### src/hw/rtl/tlf_pkg.sv
// Package for the text line folder: widths, character codes, cell control
// and sequencer state types. No dependencies.
`default_nettype none

package tlf_pkg;

  localparam int FOLD_WIDTH = 8;
  localparam int SEG_DEPTH  = FOLD_WIDTH + 1;
  localparam int CNT_W      = $clog2(SEG_DEPTH + 1);

  localparam logic [7:0] CH_BLANK = 8'h20;
  localparam logic [7:0] CH_TAB   = 8'h09;
  localparam logic [7:0] CH_NL    = 8'h0A;

  typedef logic [CNT_W-1:0] cnt_t;

  typedef struct packed {
    logic load;
    logic shift;
  } cell_ctl_t;

  typedef enum logic [1:0] {
    ST_IDLE,
    ST_FOLD,
    ST_DROP,
    ST_FLUSH
  } fsm_t;

endpackage

`default_nettype wire

### src/hw/rtl/tlf_ifs.sv
// Valid/ready channel interfaces for the text line folder.
// Depends on nothing but plain logic types.
`default_nettype none

interface tlf_in_if;
  logic       valid;
  logic       ready;
  logic [7:0] char_in;
  logic       end_of_input;

  modport source (output valid, output char_in, output end_of_input, input ready);
  modport sink   (input valid, input char_in, input end_of_input, output ready);
endinterface

interface tlf_out_if;
  logic       valid;
  logic       ready;
  logic [7:0] char_out;
  logic       last_of_run;

  modport source (output valid, output char_out, output last_of_run, input ready);
  modport sink   (input valid, input char_out, input last_of_run, output ready);
endinterface

`default_nettype wire

### src/hw/rtl/tlf_cell.sv
// One segment cell: a byte that loads from the write port or shifts in
// from its right neighbor, and flags blank, tab or newline. Uses tlf_pkg.
`default_nettype none

module tlf_cell (
  input  logic              clk,
  input  tlf_pkg::cell_ctl_t ctl,
  input  logic [7:0]        load_data,
  input  logic [7:0]        right_data,
  output logic [7:0]        data,
  output logic              is_break
);
  import tlf_pkg::*;

  always_ff @(posedge clk) begin
    if (ctl.load) begin
      data <= load_data;
    end else if (ctl.shift) begin
      data <= right_data;
    end
  end

  assign is_break = (data == CH_BLANK) || (data == CH_TAB) || (data == CH_NL);

endmodule

`default_nettype wire

### src/hw/rtl/text_line_folder.sv
// Top level of the text line folder: row of segment cells, fold sequencer
// and output register. Uses tlf_pkg, tlf_ifs and tlf_cell.
//
//  channel       dir  beat payload                    
//  char_stream   in   char_in[7:0], end_of_input       
//  folded        out  char_out[7:0], last_of_run       
//
// A character that causes no output is taken at once; the next can follow
// directly. A fold emits b+1 beats (or FOLD_WIDTH), then drops the blank
// it broke at, if any; a flush emits one beat per buffered character.
// Characters leave from cell 0, a fold's newline is inserted; all beats
// pass one output register, one per cycle unless stalled. rst clears
// the fill count, sequencer and output valid; cell bytes are not reset.
// A folded stall freezes register and emitting shifts, not the blank drop.
`default_nettype none

module text_line_folder (
  input  logic     clk,
  input  logic     rst,
  tlf_in_if.sink   char_stream,
  tlf_out_if.source folded
);
  import tlf_pkg::*;

  fsm_t state, state_next;
  cnt_t count, count_next;
  cnt_t fold_left, fold_left_next;
  logic drop, drop_next;
  logic flush_pend, flush_next;

  logic [7:0] cell_data [SEG_DEPTH];
  logic       cell_brk  [SEG_DEPTH];
  cell_ctl_t  cell_ctl  [SEG_DEPTH];

  logic       shift, load_en, emit, emit_last, in_ready, in_fire, out_free;
  logic [7:0] emit_char;
  cnt_t       brk_pos;

  logic       ov;
  logic [7:0] ochar;
  logic       olast;

  genvar i;
  generate
    for (i = 0; i < SEG_DEPTH; i++) begin : g_cell
      assign cell_ctl[i].load  = load_en && (count == CNT_W'(i));
      assign cell_ctl[i].shift = shift;
      if (i == SEG_DEPTH - 1) begin : g_end
        tlf_cell u_cell (
          .clk       (clk),
          .ctl       (cell_ctl[i]),
          .load_data (char_stream.char_in),
          .right_data(cell_data[i]),
          .data      (cell_data[i]),
          .is_break  (cell_brk[i])
        );
      end else begin : g_mid
        tlf_cell u_cell (
          .clk       (clk),
          .ctl       (cell_ctl[i]),
          .load_data (char_stream.char_in),
          .right_data(cell_data[i+1]),
          .data      (cell_data[i]),
          .is_break  (cell_brk[i])
        );
      end
    end
  endgenerate

  // highest break offset in 1..FOLD_WIDTH-1, zero when none
  always_comb begin
    brk_pos = '0;
    for (int k = 1; k < FOLD_WIDTH; k++) begin
      if (cell_brk[k]) brk_pos = CNT_W'(k);
    end
  end

  assign out_free          = !ov || folded.ready;
  assign in_fire           = char_stream.valid && in_ready;
  assign char_stream.ready = in_ready;

  always_ff @(posedge clk) begin
    if (rst) begin
      state      <= ST_IDLE;
      count      <= '0;
      fold_left  <= '0;
      drop       <= 1'b0;
      flush_pend <= 1'b0;
    end else begin
      state      <= state_next;
      count      <= count_next;
      fold_left  <= fold_left_next;
      drop       <= drop_next;
      flush_pend <= flush_next;
    end
  end

  always_comb begin
    state_next     = state;
    count_next     = count;
    fold_left_next = fold_left;
    drop_next      = drop;
    flush_next     = flush_pend;
    shift          = 1'b0;
    load_en        = 1'b0;
    emit           = 1'b0;
    emit_char      = cell_data[0];
    emit_last      = 1'b0;
    in_ready       = 1'b0;
    unique case (state)
      ST_IDLE: begin
        in_ready = 1'b1;
        if (in_fire) begin
          if (char_stream.end_of_input) begin
            if (count != '0) state_next = ST_FLUSH;
          end else begin
            load_en = 1'b1;
            if (count == CNT_W'(SEG_DEPTH - 1)) begin
              count_next     = CNT_W'(SEG_DEPTH);
              drop_next      = (brk_pos != '0);
              fold_left_next = (brk_pos != '0) ? brk_pos : CNT_W'(FOLD_WIDTH - 1);
              flush_next     = (char_stream.char_in == CH_NL);
              state_next     = ST_FOLD;
            end else begin
              count_next = count + CNT_W'(1);
              if (char_stream.char_in == CH_NL) state_next = ST_FLUSH;
            end
          end
        end
      end
      ST_FOLD: begin
        if (out_free) begin
          emit = 1'b1;
          if (fold_left != '0) begin
            shift          = 1'b1;
            count_next     = count - CNT_W'(1);
            fold_left_next = fold_left - CNT_W'(1);
          end else begin
            emit_char = CH_NL;
            emit_last = !flush_pend;
            if (drop)            state_next = ST_DROP;
            else if (flush_pend) state_next = ST_FLUSH;
            else                 state_next = ST_IDLE;
          end
        end
      end
      ST_DROP: begin
        // discard the blank that the fold broke at
        shift      = 1'b1;
        count_next = count - CNT_W'(1);
        state_next = flush_pend ? ST_FLUSH : ST_IDLE;
      end
      ST_FLUSH: begin
        if (out_free) begin
          emit       = 1'b1;
          shift      = 1'b1;
          count_next = count - CNT_W'(1);
          emit_last  = (count == CNT_W'(1));
          if (count == CNT_W'(1)) state_next = ST_IDLE;
        end
      end
      default: state_next = ST_IDLE;
    endcase
  end

  always_ff @(posedge clk) begin
    if (rst) begin
      ov <= 1'b0;
    end else if (emit) begin
      ov <= 1'b1;
    end else if (folded.ready) begin
      ov <= 1'b0;
    end
  end

  always_ff @(posedge clk) begin
    if (emit) begin
      ochar <= emit_char;
      olast <= emit_last;
    end
  end

  assign folded.valid       = ov;
  assign folded.char_out    = ochar;
  assign folded.last_of_run = olast;

endmodule

`default_nettype wire

### src/flat_wrapper.sv
// flat-port wrapper written by rule: the top's interface ports become plain ports
module text_line_folder_flat import tlf_pkg::*;
  (clk, rst, char_stream_valid, char_stream_char_in, char_stream_end_of_input, char_stream_ready, folded_valid, folded_char_out, folded_last_of_run, folded_ready);
  tlf_in_if char_stream_i ();
  tlf_out_if folded_i ();
  input  logic clk;
  input  logic rst;
  input wire logic [$bits(char_stream_i.valid)-1:0] char_stream_valid;
  input wire logic [$bits(char_stream_i.char_in)-1:0] char_stream_char_in;
  input wire logic [$bits(char_stream_i.end_of_input)-1:0] char_stream_end_of_input;
  output wire logic [$bits(char_stream_i.ready)-1:0] char_stream_ready;
  output wire logic [$bits(folded_i.valid)-1:0] folded_valid;
  output wire logic [$bits(folded_i.char_out)-1:0] folded_char_out;
  output wire logic [$bits(folded_i.last_of_run)-1:0] folded_last_of_run;
  input wire logic [$bits(folded_i.ready)-1:0] folded_ready;
  assign char_stream_i.valid = char_stream_valid;
  assign char_stream_i.char_in = char_stream_char_in;
  assign char_stream_i.end_of_input = char_stream_end_of_input;
  assign char_stream_ready = char_stream_i.ready;
  assign folded_valid = folded_i.valid;
  assign folded_char_out = folded_i.char_out;
  assign folded_last_of_run = folded_i.last_of_run;
  assign folded_i.ready = folded_ready;
  text_line_folder u_core (.clk(clk), .rst(rst), .char_stream(char_stream_i), .folded(folded_i));
endmodule
### config.mk
export PLATFORM = sky130hd
export DESIGN_NAME = text_line_folder_flat
export DESIGN_NICKNAME = d
export VERILOG_FILES = /design/src/hw/rtl/tlf_pkg.sv /design/src/hw/rtl/tlf_ifs.sv /design/src/hw/rtl/tlf_cell.sv /design/src/hw/rtl/text_line_folder.sv /design/src/flat_wrapper.sv
export SDC_FILE = /design/constraint.sdc
export NUM_CORES = 1
export LEC_CHECK = 0
export ABC_CLOCK_PERIOD_IN_PS = 3850
export BUFFER_PORTS_ARGS = -buffer_cell sky130_fd_sc_hd__buf_2
export CELL_PAD_IN_SITES_DETAIL_PLACEMENT = 0
export CELL_PAD_IN_SITES_GLOBAL_PLACEMENT = 1
export CORE_MARGIN = 10
export CORE_UTILIZATION = 54
export DETAILED_ROUTE_END_ITERATION = 8
export GPL_ROUTABILITY_DRIVEN = 0
export MAX_ROUTING_LAYER = met4
export PLACE_DENSITY_LB_ADDON = 0.25
export RECOVER_POWER = 25
export SLEW_MARGIN = 15
export SYNTH_ARGS = -nofsm -noshare
export SYNTH_HDL_FRONTEND = slang
export SYNTH_SLANG_ARGS = --single-unit
### constraint.sdc
create_clock -name clk -period 3.85 [get_ports clk]
set_input_delay 0.77 -clock clk [delete_from_list [all_inputs] [get_ports clk]]
set_output_delay 0.77 -clock clk [all_outputs]
set_load 0.02 [all_outputs]
# [After elaboration in Yosys (flattened, before gate mapping)]
# Cells that the tools add are included.
# Widths: inputs -> output; s select.
[totals] mem_count=0 word_cells=178 rom_bits=0 output_inout_bits=11 latchBits=0 register_bits=94 ram_bits=0
[op_classes] bitwise_logic=1 multipliers=0 n_shift=0 n_addsub=3 magnitude_cmp=0 n_mux=67 n_reduce_logical=47 n_div=0 n_eq_ne=43
[ops] cell="$mux 8" n=19
[ops] cell="$eq 8x4->1 const B" n=15
[ops] cell="$eq 8x6->1 const B" n=7
[ops] cell="$mux 4" n=11
[ops] cell="$mux 2" n=13
[ops] cell="$reduce_bool 2->1" n=10
[ops] cell="$eq 4x3->1 const B" n=4
[ops] cell="$pmux 4 s4" n=1
[ops] cell="$logic_or 1x1->1" n=15
[ops] cell="$mux 3" n=5
[ops] cell="$mux 1" n=14
[ops] cell="$ne 2x1->1 const B" n=6
[ops] cell="$reduce_bool 4->1" n=3
[ops] cell="$logic_and 1x1->1" n=10
[ops] cell="$eq 4x2->1 const B" n=2
[ops] cell="$pmux 2 s4" n=1
[ops] cell="$pmux 4 s2" n=1
[ops] cell="$sub 4x1->4 const B" n=2
[ops] cell="$reduce_and 7->1" n=1
[ops] cell="$reduce_and 6->1" n=1
[ops] cell="$reduce_and 5->1" n=1
[ops] cell="$add 4x1->4 const B" n=1
[ops] cell="$eq 2x2->1 const B" n=2
[ops] cell="$eq 4x1->1 const B" n=1
[ops] cell="other kinds (13)" n=15

# [Logic depth before layout (Yosys ltp)]
[logic_depth] ltp_word=16 ltp_mapped=8

# [Cells and area by module]
# From an unflattened synthesis, not the netlist that was laid out.
[unflattened] hier_cells=369 hier_area_um2=4937.2
[by_module_without_submodules] mod="tlf_cell" area_each_um2=391.6 seq_area_each_um2=240.2 n_inst=9 cells_each=23
[by_module_without_submodules] mod="text_line_folder" area_each_um2=1412.6 seq_area_each_um2=530.5 n_inst=1 cells_each=162

# [Worst setup path after synthesis]
# No wires, ideal clock.
[synth_timing] path_kind="input port to flip-flop" startpoint="input port char_stream_valid" endpoint="register u_core.g_cell[4].g_mid.u_cell.data[0], data pin" path_stages=5 n_path_buf=0 path_slack_ns=1.685 arrival_time_ns=1.903 path_cell_list="nor2b_1 nand2_1 nor3_2 nand2_2 mux2_1"
[synth_via] elab_chain_cells=5
[synth_lines] element="start, declared" line_no="flat_wrapper.sv:8" text="input wire logic [$bits(char_stream_i.valid)-1:0] char_stream_valid;"
[synth_lines] element="$logic_and 1x1->1" line_no="text_line_folder.sv:79" text="assign in_fire = char_stream.valid && in_ready;"
[synth_lines] element="$mux 1" line_no="text_line_folder.sv:113" text="if (in_fire) begin"
[synth_lines] element="$mux 1" line_no="text_line_folder.sv:110" text="unique case (state)"
[synth_lines] element="$logic_and 1x1->1" line_no="text_line_folder.sv:46" text="assign cell_ctl[i].load = load_en && (count == CNT_W'(i));"
[synth_lines] element="$mux 8" line_no="tlf_cell.sv:16" text="if (ctl.load) begin"
[synth_lines] element="end signal, assigned" line_no="tlf_cell.sv:17" text="data <= load_data;"
[synth_lines] element="end signal, assigned" line_no="tlf_cell.sv:19" text="data <= right_data;"
[synth_lines] element="end, declared" line_no="tlf_cell.sv:10" text="output logic [7:0] data,"
# Every way passes these cells.
# A chain may end at the register's enable or synchronous reset.

# [Worst setup path after layout]
[layout_timing] startpoint="input port char_stream_end_of_input" endpoint="register u_core.g_cell[6].g_mid.u_cell.data[2], enable pin"
[layout_via] elab_chain_cells=5
[layout_lines] element="start, declared" line_no="flat_wrapper.sv:10" text="input wire logic [$bits(char_stream_i.end_of_input)-1:0] char_stream_end_of_input;"
[layout_lines] element="$mux 1" line_no="text_line_folder.sv:114" text="if (char_stream.end_of_input) begin"
[layout_lines] element="$mux 1" line_no="text_line_folder.sv:113"
[layout_lines] element="$mux 1" line_no="text_line_folder.sv:110"
[layout_lines] element="$logic_and 1x1->1" line_no="text_line_folder.sv:46"
[layout_lines] element="$reduce_bool 2->1 (no line)"
[layout_lines] element="end signal, assigned" line_no="tlf_cell.sv:17"
[layout_lines] element="end signal, assigned" line_no="tlf_cell.sv:19"
[layout_lines] element="end, declared" line_no="tlf_cell.sv:10"
# Every way passes these cells.

==> results.toml <==
[floorplan]
die_h_microns = 112
start_util = 0.557
rows = 33
die_x_microns = 112
die-area_sq_mm = 0.0126
core_area_sq_mm = 0.00826
io-pin-count = 24

[worst_setup_path]
critical-path-top-delay-family = "simple AND/OR/NAND/NOR gates"
path_buf_inv = 1
startpoint = "char_stream_end_of_input"
end_kind = "flip-flop"
cpPeakStageDelay_ns = 0.52
reg2reg_depth = 5
cp_max_fo = 9
startpoint_type = "primary input"
worst-endpoint-required_ns = 3.89
reg2reg_from = "u_core.state[0]$_SDFFE_PP0P_"
cp.arrival_ns = 2.58
cp_slowest_cell = "nor3_1"
reg2reg_slack_ns = 1.33
setup.worst_path.class = "primary input to flip-flop"
path_cells = "buf_2 -> nor2b_1 -> nand2_1 -> nor3_1 -> nand2_1 -> nand2_1"
cp_num_cells = 6
critPathMostFrequentCell = "nand2_1"

[place]
post-dp-hpwl_mm = 6.38
portBuffers = 23
dp_slack_ns = 1.21

[timing]
setup_viol = 0
setup_slack_ns = 1.32
fin_worst_skew_ns = 0.0185
slew_headroom = 0.277
finalCritPeriodShare = 0.658
min_period_ns = 2.53
fin_setup_tns_ns = 0
rsz0062_at_grt = "false"
final_max_slew_viol_count = 0
fmax_mhz = 395
worst_slew_pin_slew_ns = 1.08
hold_viol = 0

[logic_synthesis]
avgSynthCellArea_sq_um = 13.3
synth-main-ff-cell = "edfxtp_1"
synthArstFlopShare = 0
synth_top_family_by_area = "multiplexers"
synth_seq_cells = 94
synthMuxAreaShare = 0.163
yosysSeqAreaShare = 0.586
synth_cell_types = 57
syn_nets = 365
synthAdderAreaFrac = 0.0163
synth_cells = 346
synthSimpleGateAreaFrac = 0.136
synth_xor_area_frac = 0.00953
synth_compound_area_frac = 0.0730
netlist_area_sq_mm = 0.00460
synth_warnings = 0
synth_edf_count = 81

[drt]
dr.pass1.iters = 4
ant_nets = 0
vias = 2842
drt_iter0_markers = 163
avgRoutedWirePerCell_microns = 18.9
route.detailed.drc = 0
routed_wl_mm = 9.09
avgViaCountPerCell = 5.91

[pwr]
intPower_uw = 2050
p_comb_frac = 0.292
p_per_area_mw_per_mm2 = 634
p_sw_frac = 0.346
p_switching_uw = 1090
peakVddDrop_mv = 0.241
clockPowerShare = 0.187
p_leak_uw = 0.00171
seq_power_share = 0.521

[clock_network]
cts_root_buf = "clkbuf_8"
clkTransAtPathRegs_ns = 0.09
ctsResizeCount = 0
cts_max_path_buffers = 2
clock_sinks = 94
numCtsBuffers = 9
insertion_delay_ns = 0.37
h-tree-depth = 3
tritoncts = "built"
hold_buffers = 0
postCtsSetupBuffers = 0

[worst_hold_path]
hp-start = "u_core.g_cell[0].g_mid.u_cell.data[1]$_DFFE_PP_"
hold_depth = 1
hold_class = "flip-flop to flip-flop"

[layout]
fin_nets = 390
diodes = 0
synthToLayoutAreaGrowth_pct = 7.60
drive_above_1_share = 0.199

[outcome]
outcome = "finished clean"

[grt]
grt_overflow = 0
grt_usage = 0.151
first_global_vias = 2828
grt_pass1_wl_mm = 14.9
grt_max_degree = 19
antenna_found_initial = 0

[job]
max_cap_violations = 0
cell usage after synthesis, types with 5 or more instances:
library cell / instances / area, sq um
a21oi_1: 17 / 85.1
and2_1: 7 / 43.8
dfxtp_1: 13 / 260
edfxtp_1: 81 / 2430
ha_1: 6 / 75.1
inv_1: 10 / 37.5
mux2_1: 18 / 203
mux2_2: 46 / 518
nand2_1: 24 / 90.1
nand2b_1: 5 / 31.3
nand3_1: 6 / 30.0
nor2_1: 13 / 48.8
nor3_1: 5 / 25.0
nor4_1: 7 / 43.8
o21ai_0: 11 / 55.1
logic make-up after synthesis:
kind of cell,Yosys count
adder cells (fa/ha/maj),6
multiplexers,67
AND/OR/NAND/NOR,104
AO/OA/AOI/OAI,51
buffers and inverters,19
XOR/XNOR,5
flip-flops,94
per-stage QoR:
step	instance area [sq um]	std cells	power [uW]	utilization	hold slack, ns
floorplan	4600	346	2340	-	0.477
global placement	4800	465	2570	0.582	0.483
detailed placement	4800	465	2590	0.582	0.487
CTS	4980	481	3180	0.603	0.510
global route	4940	481	3330	0.599	0.525
finish	4940	481	3140	0.599	0.506
state kept, by name (all words and copies together) (netlist names):
| register | cells |
|---|---|
| u_core.g_cell.g_mid.u_cell.data | 64 |
| u_core.folded.char_out | 8 |
| u_core.g_cell.g_end.u_cell.data | 8 |
| u_core.count | 4 |
| u_core.fold_left | 4 |
| u_core.state | 2 |
| u_core.drop | 1 |
| u_core.flush_pend | 1 |
| u_core.folded.last_of_run | 1 |
| u_core.folded.valid | 1 |
path summary, 6_finish.rpt:
kind	to
setup / recovery	u_core.g_cell[6].g_mid.u_cell.data[2]$_DFFE_PP_
hold / removal	u_core.folded.char_out[1]$_DFFE_PP_
setup reg to reg	u_core.g_cell[6].g_mid.u_cell.data[2]$_DFFE_PP_
hold reg to reg	u_core.folded.char_out[1]$_DFFE_PP_
cells in the final DEF, fill, tap and decap left out, drive strengths merged, types with 3 or more instances in the layout:
master and instances:
a211oi 3, a21o 3, a21oi 17, and2 7
buf 5, clkbuf 27, clkinv 3, dfxtp 13
edfxtp 81, ha 6, inv 12, mux2 64
mux2i 3, nand2 28, nand2b 5, nand3 6
nand3b 3, nor2 14, nor2b 4, nor3 7
nor4 8, nor4b 3, nor4bb 4, o21ai 11
or3b 3, xnor2 3
cell type report:
type	count	area [sq um]
fill	695	3310
clock buffer	9	124
timing repair buffer	23	92.6
multi-input combinational	233	1820
clock inverter	7	48.8
tap	105	131
sequential	94	2690
inverter	10	37.5
routing by layer:
metal	up-vias	global-route usage	wire [microns]
met2	68	0.226	4200
met5	-	-	0
met3	13	0.0319	450
li1	1377	-	-
met4	0	0.0584	146
met1	1384	0.196	4290
power by group through the flow:
stage	clock network [uW]	logic, uW	registers (uW)
after floorplan	0	731	1610
final	588	914	1630
after CTS	602	945	1630
after global placement	0	921	1650
after detailed placement	0	938	1650
after global routing	643	1020	1660
(Power assumes the default switching activity.)
